**src/hw/rtl/wbs_pkg.sv**
```systemverilog
`timescale 1ns / 1ps

package wbs_pkg;

  // Item kinds carried in the low bits of the input word
  localparam logic [1:0] FUNC_WR_CHAR = 2'd0;
  localparam logic [1:0] FUNC_WR_LEN  = 2'd1;
  localparam logic [1:0] FUNC_TEXT    = 2'd2;

  // Field widths, fixed by the stream format
  localparam int FuncW = 2;
  localparam int SlotFieldW = 4;
  localparam int PosFieldW = 4;
  localparam int CharW = 8;
  localparam int LenW = 5;

  localparam int InDataW = 24;
  localparam int OutDataW = 8;

  // Dictionary write request from the input decode to the storage
  typedef struct packed {
    logic                  wr_char;
    logic                  wr_len;
    logic [SlotFieldW-1:0] slot;
    logic [PosFieldW-1:0]  pos;
    logic [CharW-1:0]      ch;
    logic [LenW-1:0]       len;
  } wbs_wr_t;

endpackage

```
**src/hw/rtl/wbs_dict.sv**
```systemverilog
`timescale 1ns / 1ps

// Dictionary storage: one row per slot, one byte lane per character position,
// plus the slot lengths. One registered row read per cycle.
module wbs_dict import wbs_pkg::*; #(
  parameter int NUM_WORDS = 16,
  parameter int MAX_WORD_LEN = 16,
  localparam int SlotW = (NUM_WORDS > 1) ? $clog2(NUM_WORDS) : 1,
  localparam int PosW = (MAX_WORD_LEN > 1) ? $clog2(MAX_WORD_LEN) : 1
) (
  input  logic                               clk_i,
  input  logic                               rst_ni,
  input  wbs_wr_t                            wr_i,
  input  logic [SlotW-1:0]                   rd_addr_i,
  output logic [MAX_WORD_LEN-1:0][CharW-1:0] rd_row_o,
  output logic [LenW-1:0]                    rd_len_o
);

  logic [MAX_WORD_LEN-1:0][CharW-1:0] mem [NUM_WORDS];
  logic [LenW-1:0] len_q [NUM_WORDS];
  logic [MAX_WORD_LEN-1:0][CharW-1:0] rd_row_q;
  logic [LenW-1:0] rd_len_q;
  logic slot_ok;
  logic pos_ok;
  logic [SlotW-1:0] wr_slot;
  logic [PosW-1:0] wr_pos;

  assign slot_ok = 32'(wr_i.slot) < NUM_WORDS;
  assign pos_ok = 32'(wr_i.pos) < MAX_WORD_LEN;
  assign wr_slot = SlotW'(wr_i.slot);
  assign wr_pos = PosW'(wr_i.pos);

  always_ff @(posedge clk_i) begin
    if (wr_i.wr_char && slot_ok && pos_ok) begin
      mem[wr_slot][wr_pos] <= wr_i.ch;
    end
    rd_row_q <= mem[rd_addr_i];
    rd_len_q <= len_q[rd_addr_i];
  end

  always_ff @(posedge clk_i or negedge rst_ni) begin
    if (!rst_ni) begin
      for (int i = 0; i < NUM_WORDS; i++) begin
        len_q[i] <= '0;
      end
    end else if (wr_i.wr_len && slot_ok) begin
      len_q[wr_slot] <= wr_i.len;
    end
  end

  assign rd_row_o = rd_row_q;
  assign rd_len_o = rd_len_q;

endmodule

```
**src/hw/rtl/wbs_slot_cmp.sv**
```systemverilog
`timescale 1ns / 1ps

// Shared compare unit: does one dictionary row, of the given length, equal the
// newest characters, with the point before it reachable?
module wbs_slot_cmp import wbs_pkg::*; #(
  parameter int MAX_WORD_LEN = 16,
  localparam int RecW = (MAX_WORD_LEN > 1) ? $clog2(MAX_WORD_LEN) : 1,
  localparam int WinW = $clog2(MAX_WORD_LEN + 1)
) (
  input  logic [MAX_WORD_LEN-1:0][CharW-1:0] row_i,
  input  logic [LenW-1:0]                    len_i,
  input  logic [MAX_WORD_LEN-1:0][CharW-1:0] recent_i,
  input  logic [MAX_WORD_LEN:0]              window_i,
  output logic                               match_o
);

  logic len_ok;
  logic reach;
  logic [LenW-1:0] len_m1;
  logic [MAX_WORD_LEN-1:0] byte_ok;

  assign len_ok = (len_i != '0) && (32'(len_i) <= MAX_WORD_LEN);
  assign len_m1 = len_i - LenW'(1);
  assign reach = len_ok && window_i[WinW'(len_m1)];

  // word position p lines up with the character len-1-p back from the newest
  always_comb begin
    for (int p = 0; p < MAX_WORD_LEN; p++) begin
      if (32'(len_i) <= p) begin
        byte_ok[p] = 1'b1;
      end else begin
        byte_ok[p] = row_i[p] == recent_i[RecW'(len_m1 - LenW'(p))];
      end
    end
  end

  assign match_o = reach && (&byte_ok);

endmodule

```
**src/hw/rtl/word_break_segmenter.sv**
```systemverilog
`timescale 1ns / 1ps

// Channel  Dir  tdata (low bit up)                               tlast
// s_axis   in   func[1:0] word_slot[5:2] char_pos[9:6]           end_of_text
//               char_value[17:10] word_length[22:18]
// m_axis   out  segmentable[0]                                   last
//
// Dictionary words leave the block idle, so they can go in back to back. After a
// text character is accepted, one registered row read per slot goes through the
// shared compare unit, then a drain state and a hand-off state pass the result on.
// Reset clears slot lengths, the recent characters and the reachable window;
// dictionary characters are not cleared. A stalled result holds the block in
// its hand-off state; the input side stays open only while idle.
module word_break_segmenter import wbs_pkg::*; #(
  parameter int NUM_WORDS = 16,
  parameter int MAX_WORD_LEN = 16
) (
  input  logic                clk_i,
  input  logic                rst_ni,
  input  logic                s_axis_tvalid,
  output logic                s_axis_tready,
  // func, word_slot, char_pos, char_value, word_length, zero pad
  input  logic [InDataW-1:0]  s_axis_tdata,
  input  logic                s_axis_tlast,
  output logic                m_axis_tvalid,
  input  logic                m_axis_tready,
  // segmentable, zero pad
  output logic [OutDataW-1:0] m_axis_tdata,
  output logic                m_axis_tlast
);

  localparam int SlotW = (NUM_WORDS > 1) ? $clog2(NUM_WORDS) : 1;

  localparam logic [1:0] ST_IDLE = 2'd0;
  localparam logic [1:0] ST_SCAN = 2'd1;
  localparam logic [1:0] ST_LAST = 2'd2;
  localparam logic [1:0] ST_EMIT = 2'd3;

  logic [1:0] state_q, state_d;
  logic [SlotW-1:0] cnt_q, cnt_d;
  logic cmp_vld_q;
  logic hit_q, hit_d;
  logic eot_q, eot_d;
  logic [MAX_WORD_LEN-1:0][CharW-1:0] recent_q, recent_d;
  logic [MAX_WORD_LEN:0] window_q, window_d;
  logic out_vld_q, out_vld_d;
  logic out_seg_q, out_seg_d;
  logic out_last_q, out_last_d;

  logic in_acc;
  logic [FuncW-1:0] in_func;
  logic text_acc;
  logic emit_go;
  logic match;
  wbs_wr_t wr;
  logic [MAX_WORD_LEN-1:0][CharW-1:0] rd_row;
  logic [LenW-1:0] rd_len;

  assign in_acc = s_axis_tvalid && s_axis_tready;
  assign in_func = s_axis_tdata[1:0];
  assign text_acc = in_acc && (in_func == FUNC_TEXT);
  assign emit_go = (state_q == ST_EMIT) && (!out_vld_q || m_axis_tready);

  always_comb begin
    wr.wr_char = in_acc && (in_func == FUNC_WR_CHAR);
    wr.wr_len = in_acc && (in_func == FUNC_WR_LEN);
    wr.slot = s_axis_tdata[5:2];
    wr.pos = s_axis_tdata[9:6];
    wr.ch = s_axis_tdata[17:10];
    wr.len = s_axis_tdata[22:18];
  end

  wbs_dict #(
    .NUM_WORDS(NUM_WORDS),
    .MAX_WORD_LEN(MAX_WORD_LEN)
  ) u_dict (
    .clk_i,
    .rst_ni,
    .wr_i(wr),
    .rd_addr_i(cnt_q),
    .rd_row_o(rd_row),
    .rd_len_o(rd_len)
  );

  wbs_slot_cmp #(
    .MAX_WORD_LEN(MAX_WORD_LEN)
  ) u_cmp (
    .row_i(rd_row),
    .len_i(rd_len),
    .recent_i(recent_q),
    .window_i(window_q),
    .match_o(match)
  );

  always_comb begin
    state_d = state_q;
    cnt_d = cnt_q;
    hit_d = hit_q;
    eot_d = eot_q;
    recent_d = recent_q;
    window_d = window_q;

    if (cmp_vld_q && match) begin
      hit_d = 1'b1;
    end

    unique case (state_q)
      ST_IDLE: begin
        if (text_acc) begin
          state_d = ST_SCAN;
          cnt_d = '0;
          hit_d = 1'b0;
          eot_d = s_axis_tlast;
          recent_d[0] = s_axis_tdata[17:10];
          for (int i = 1; i < MAX_WORD_LEN; i++) begin
            recent_d[i] = recent_q[i-1];
          end
        end
      end
      ST_SCAN: begin
        if (cnt_q == SlotW'(NUM_WORDS - 1)) begin
          state_d = ST_LAST;
        end else begin
          cnt_d = cnt_q + SlotW'(1);
        end
      end
      ST_LAST: begin
        state_d = ST_EMIT;
      end
      ST_EMIT: begin
        if (emit_go) begin
          state_d = ST_IDLE;
          if (eot_q) begin
            recent_d = '0;
            window_d = (MAX_WORD_LEN + 1)'(1);
          end else begin
            window_d = {window_q[MAX_WORD_LEN-1:0], hit_q};
          end
        end
      end
      default: state_d = ST_IDLE;
    endcase
  end

  always_comb begin
    out_vld_d = out_vld_q;
    out_seg_d = out_seg_q;
    out_last_d = out_last_q;
    if (emit_go) begin
      out_vld_d = 1'b1;
      out_seg_d = hit_q;
      out_last_d = eot_q;
    end else if (m_axis_tready) begin
      out_vld_d = 1'b0;
    end
  end

  always_ff @(posedge clk_i or negedge rst_ni) begin
    if (!rst_ni) begin
      state_q <= ST_IDLE;
      cnt_q <= '0;
      cmp_vld_q <= 1'b0;
      hit_q <= 1'b0;
      eot_q <= 1'b0;
      recent_q <= '0;
      window_q <= (MAX_WORD_LEN + 1)'(1);
      out_vld_q <= 1'b0;
    end else begin
      state_q <= state_d;
      cnt_q <= cnt_d;
      cmp_vld_q <= (state_q == ST_SCAN);
      hit_q <= hit_d;
      eot_q <= eot_d;
      recent_q <= recent_d;
      window_q <= window_d;
      out_vld_q <= out_vld_d;
    end
  end

  always_ff @(posedge clk_i) begin
    out_seg_q <= out_seg_d;
    out_last_q <= out_last_d;
  end

  assign s_axis_tready = (state_q == ST_IDLE);
  assign m_axis_tvalid = out_vld_q;
  assign m_axis_tdata = {{(OutDataW - 1){1'b0}}, out_seg_q};
  assign m_axis_tlast = out_last_q;

endmodule

```
**config.mk**
```make
export PLATFORM = sky130hd
export DESIGN_NAME = word_break_segmenter
export DESIGN_NICKNAME = d
export VERILOG_FILES = /design/src/hw/rtl/wbs_pkg.sv /design/src/hw/rtl/wbs_dict.sv /design/src/hw/rtl/wbs_slot_cmp.sv /design/src/hw/rtl/word_break_segmenter.sv
export SDC_FILE = /design/constraint.sdc
export NUM_CORES = 2
export LEC_CHECK = 0
export ABC_AREA = 1
export ABC_CLOCK_PERIOD_IN_PS = 8140
export BUFFER_PORTS_ARGS = -buffer_cell sky130_fd_sc_hd__buf_2
export CORE_ASPECT_RATIO = 1.1
export CORE_MARGIN = 8
export CORE_UTILIZATION = 40
export DETAILED_ROUTE_END_ITERATION = 8
export GPL_TIMING_DRIVEN = 1
export PLACE_DENSITY = 0.53
export SYNTH_ARGS = -nofsm -noshare
export SYNTH_HDL_FRONTEND = slang
export SYNTH_SLANG_ARGS = --single-unit
```
**constraint.sdc**
```tcl
create_clock -name clk_i -period 8.14 [get_ports clk_i]
set_input_delay 0.407 -clock clk_i [delete_from_list [all_inputs] [get_ports clk_i]]
set_output_delay 0.407 -clock clk_i [all_outputs]
set_load 0.01 [all_outputs]
```
---- Word-level counts from Yosys, hierarchy flattened ----
Memory sizes are Yosys's and may differ from the RTL's. A register that Yosys moved wholly into a read port is not among the register bits.
Index checks and enable logic that the tools add are counted.
storage, ports and cells
  flip-flop bits (word level) ............. 242
  latch bits .............................. 0
  RAM bits ................................ 2048
  memory bits (read-only) ................. 0
  input port bits ......................... 29
  memories ................................ 1
cells by class
  add/subtract/negate cells ............... 17
  $mul .................................... 0
  divide/modulo/power cells ............... 0
  order comparisons ....................... 39
  equal/unequal tests ..................... 27
  shifts and indexed selects .............. 0
  muxes and demuxes ....................... 77
  bitwise operators ....................... 2
  reduce and logical (&&, ||, !) cells .... 25
memory list
  memory      words  bits a word  read ports  clocked after memory_dff  write ports  RTL line        source
  u_dict.mem  16     128          1           1                         1            wbs_dict.sv:19  logic [MAX_WORD_LEN-1:0][CharW-1:0] mem [NUM_WORDS];
operators by type and width
  cell                 count
  $bmux 8 s4           16
  $mux 128             4
  $pmux 128 s2         1
  $mux 8               17
  $eq 8x8->1           16
  $lt 4x5->1 const B   17
  $bwmux 80            1
  $le 5x4->1 const B   8
  $demux 8 s4          1
  $sub 4x4->4 const B  8
  $mux 1               23
  $bmux 5 s4           1
  $demux 5 s4          1
  $le 5x3->1 const B   4
  $mux 17              1
  $reduce_and 16->1    1
  $sub 4x3->4 const B  4
  $mux 5               3
  $logic_and 1x1->1    11
  $ge 5x5->1 const B   2
  $le 5x1->1 const B   2
  $le 5x2->1 const B   2
  $not 4->5            2
  $mux 4               2
  other kinds (25)     39

---- Longest topological paths before layout ----
  depth in word-level cells ............... 12
  gate-level depth with buffers ........... 29
  mapped depth without buffers ............ 24

---- By module ----
Synthesis repeated with hierarchy kept, for this count alone.
unflattened totals
  cell total of the unflattened synthesis .. 11931
  area, all modules ....................... 110972.7 sq um
by module, submodules not included
  module                times used  cells each  area each (sq um)  sequential area each (sq um)
  wbs_dict              1           8425        92451.2            66163.5
  wbs_slot_cmp          1           2507        10817.9            0.0
  word_break_segmenter  1           999         7703.6             3940.0

---- Worst setup path after synthesis ----
OpenSTA, ideal clock, no wires.
  kind .................................... register to register
  start point ............................. register u_dict.rd_len_q[0] (netlist: u_dict.rd_len_o[0])
  end point ............................... register hit_q
  arrival time ............................ 3.083 ns
  data required time ...................... 8.069 ns
  setup slack ............................. 4.986 ns
  cell stages (with the launch flop) ...... 26
  path buffers ............................ 7
  cells stage by stage .................... dfxtp_1 -> buf_4 -> inv_4 -> buf_6 -> buf_4 -> buf_2 -> ha_1 -> buf_4 -> nand2_2 -> nand2_1 -> buf_4 -> buf_2 -> nand2_1 -> nand3_1 -> nand3_1 -> nand2_1 -> or2_1 -> nand2_1 -> nand2_1 -> nor2_1 -> nand2_1 -> a21oi_1 -> nand2_1 -> nor2_1 -> nor2_1 -> nor2_1
between the ends
  cells in the longest elaborated chain, start to end .. 12
  elaborated cells on any way between the ends .. 108
  those cells by class .................... add/sub (16); order compare (17); eq/ne (16); mux (53); reduce/logical (6)
RTL lines
  item                                 RTL line                     source
  start, declared                      wbs_dict.sv:22               logic [LenW-1:0] rd_len_q;
  start signal, assigned               wbs_dict.sv:38               rd_len_q <= len_q[rd_addr_i];
  $sub 5x1->5                          wbs_slot_cmp.sv:23           assign len_m1 = len_i - LenW'(1);
  $sub 4x1->4 (tied with other cells)  wbs_slot_cmp.sv:32           byte_ok[p] = row_i[p] == recent_i[RecW'(len_m1 - LenW'(p))];
  $bmux 8 s4                           wbs_slot_cmp.sv:32
  $mux 8 (implied by the code)         wbs_slot_cmp.sv:32
  $eq 8x8->1                           wbs_slot_cmp.sv:32
  $mux 1                               wbs_slot_cmp.sv:29           if (32'(len_i) <= p) begin
  $reduce_and 16->1                    wbs_slot_cmp.sv:37           assign match_o = reach && (&byte_ok);
  $logic_and 1x1->1 (*)                wbs_slot_cmp.sv:37
  $logic_and 1x1->1 (*)                word_break_segmenter.sv:103  if (cmp_vld_q && match) begin
  $mux 1 (*)                           word_break_segmenter.sv:103
  $mux 1                               word_break_segmenter.sv:109  if (text_acc) begin
  $mux 1 (*)                           word_break_segmenter.sv:107  unique case (state_q)
  net hit_d                            word_break_segmenter.sv:42   logic hit_q, hit_d;
  end signal, assigned                 word_break_segmenter.sv:172  hit_q <= hit_d;
  end, declared                        word_break_segmenter.sv:42
The timed path passes the listed nets; every way through them passes the cells marked *. The select of a mux whose other input is x is not followed.
A chain may end at the register's enable or synchronous reset.

---- Final worst setup path ----
Ends and elaborated chain as after synthesis.

==> reports/qor.txt <==
status -> finished clean
top-count cell post-synth -> edfxtp_1
Max-Slew Margin vs Limit -> 22.22%
Synth Warn # -> 0
Yosys top cell area share -> 60.16%
via count -> 71,850
ys async rst share -> 9.719%
power per cell area -> 349.5 nW/µm²
synth top area cells -> edfxtp_1 (60%), o21ai_0 (7.2%), nand2_1 (6.0%), dfrtp_1 (5.7%), nor2_1 (5.4%)
layout cells sized above 1 -> 5.928%
grt ovf -> 0
minimum clock period after layout -> 5.959 ns
CP Max Fanout -> 74
Synth Instances -> 9,426
Fin Hold WS -> 0.02772 ns
setup slack after layout -> 2.181 ns
vias in the first global route -> 66,910
register area share after synthesis -> 68.51%
startpoint types -> flip-flop
First-pass DRT Iterations -> 8
site row count -> 194
CTS Sinks -> 2,418
drt wl/cell -> 24.54 µm
fin crit share -> 73.21%
Post-synth top flop -> edfxtp_1
largest net degree at the start of global routing -> 243
HP Class -> in2reg
Ports -> 40
Worst-Skew Late Latency -> 0.91 ns
initial core utilization -> 40.26%
antenna violation net count after detailed routing -> 0
CTS max path bufs -> 4
Worst-Margin Slew -> 1.167 ns
DR vias/cell -> 5.649
Root Buffer -> clkbuf_16
All-Layer GR Usage -> 21.98%
global placer's final weighted congestion -> 0.9214
area leader, netlist -> edfxtp_1
VDD IR max -> 0.4259 mV
final setup vio count -> 0
Post-CTS Repair Setup Buffers -> 0
MaxCap Viol Count -> 0
CTS tree -> built
initial drt markers -> 7,718
Util after Layout -> 44.66%
Layout Cells excl Fill -> 12,720
fill count -> 23,220
Post-DP Area -> 105,200 µm²
DP HPWL -> 180,600 µm
critical path class -> reg2reg
EDFF count, synth -> 2,050
LEAKAGE -> 39.59 nW
Slew Viols, Final -> 0
post-place setup slack -> 2.304 ns
#FFs+latches synth -> 2,418
fin area -> 113,500 µm²
Worst EP required -> 8.99 ns
Setup TNS Final -> 0 ns
residual DRC count -> 0
CTS buffer count -> 247
RSZ-0062 raised after global routing -> false
Yosys cell types -> 43
nets -> 9,208
IO buf count -> 31
syn avg cell area -> 10.86 µm²
final wirelength -> 312,100 µm
initial antenna violation count -> 17
placed insts -> 12,240
die footprint -> 272,300 µm²
FMAX -> 167.8 MHz
CORE AREA -> 254,100 µm²
die height -> 546.5 µm
Arr. time, crit path -> 6.80 ns
most frequent cells after synthesis -> edfxtp_1 (2,050), nand2_1 (1,649), o21ai_0 (1,477)
area grow syn2layout -> 10.92%
die width -> 498.2 µm
clock skew -> 0.06083 ns
CTS clk-pin slew, worst paths -> 0.06 ns
H-Tree Depth -> 4
Hold Vio Cnt, Final -> 0
first-pass GRT wire length -> 456,400 µm
overall power after layout -> 39.67 mW
crit path capture type -> flip-flop
synthesized cell area -> 102,300 µm²
-- layer usage --
layer  track usage, %  wire (µm)  share of wire, %  vias up
met5                0          0                 0        -
met4            8.080      12570               4.0        0
met3            3.110      19750               6.3      482
met2            35.37     145600                47     2510
met1            30.47     134100                43    35750
li1                 -          -                 -    33110
-- critical path, cell delays in order, from the launching register on --
cell     delay (ns)
dfxtp_4        0.74
inv_4          0.37
ha_2           0.46
buf_4          0.70
nand2_1        0.33
nand2_2        0.54
buf_4          0.55
nand2_1        0.10
nand2_1        0.16
nand2_1        0.07
nand2_1        0.18
nand2_1        0.10
nand2_1        0.08
nand2_1        0.05
nand2_1        0.07
nand2_1        0.06
nor2_1         0.13
nand2_1        0.21
nand2_1        0.11
nand2_1        0.05
nor2_1         0.09
nand3_1        0.11
nor2_1         0.39
nor2_1         0.07
nor2_1         0.10
-- cell usage in the layout, fill, tap and decap left out, types with 48 or more instances in the layout --
cell and count:
o211ai_1 93, edfxtp_1 2050, clkbuf_1 60, dfrtp_1 230, o22ai_1 363, nor2_1 1472
o221ai_1 230, inv_1 276, nand3b_1 48, dfxtp_1 131, nand3_1 596, buf_4 76
clkbuf_16 252, o21ai_0 1477, nand2_1 1647
-- path summary, 6_finish.rpt --
| check | from | slack [ns] | cells past startpoint | to |
|---|---|---|---|---|
| max in group asynchronous | rst_ni | 6.61 | 3 | recent_q[118] |
| worst min-delay path | s_axis_tdata[13] | 0.03 | 1 | u_dict.mem[15][107] |
| min in group asynchronous | rst_ni | 0.11 | 2 | u_dict.len_q[64] |
| worst max register to register | u_dict.rd_len_o[0] | 2.18 | 24 | hit_q |
| worst min register to register | u_dict.len_q[10] | 0.48 | 2 | u_dict.len_q[10] |
| worst max-delay path | u_dict.rd_len_o[0] | 2.18 | 24 | hit_q |
-- layout make-up --
class	count	area, µm²	share of cell area, %
diodes	7	17.52	0.01543
clock buffers	332	6807	5.997
clock inverters	127	1421	1.252
inverters	301	1160	1.022
multi-input cells	6065	28500	25.11
flip-flops and latches	2418	70120	61.78
well taps	3332	4169	3.673
repair buffers	136	1296	1.142
-- power by group --
| part | total (mW) | internal [mW] | switching, mW |
|---|---|---|---|
| Clock | 11.6 | 6.75 | 4.84 |
| Sequential | 15.1 | 14.1 | 0.957 |
| Combinational | 13.0 | 3.58 | 9.41 |
-- cells by family after synthesis --
logic type / count (synthesis) / share of synthesized area, %
AOI/OAI and AO/OA: 2203 / 12.34
xor gates and xnor gates: 9 / 0.07704
adders and majority gates: 10 / 0.1223
buffers and inverters: 949 / 3.698
DFF: 2418 / 68.51
muxes: 27 / 0.2641
other: 1 / 0.003665
and+or+nand+nor: 3809 / 14.98
-- flip-flops by register name (all words and copies together) (netlist names) --
name             cells
state_q              2
hit_q                1
out_seg_q            1
m_axis_tlast         1
cnt_q                4
u_dict.len_q        80
u_dict.rd_row_o    128
recent_q           128
u_dict.mem        2048
eot_q                1
window_q            17
u_dict.rd_len_o      5
m_axis_tvalid        1
cmp_vld_q            1
-- what timing repair did --
item / CTS / global route
hold buffers: 10 / 0
endpoints found under the hold margin: 211 / 0
resized for setup: 0 / 0
(Power assumes the default switching activity.)
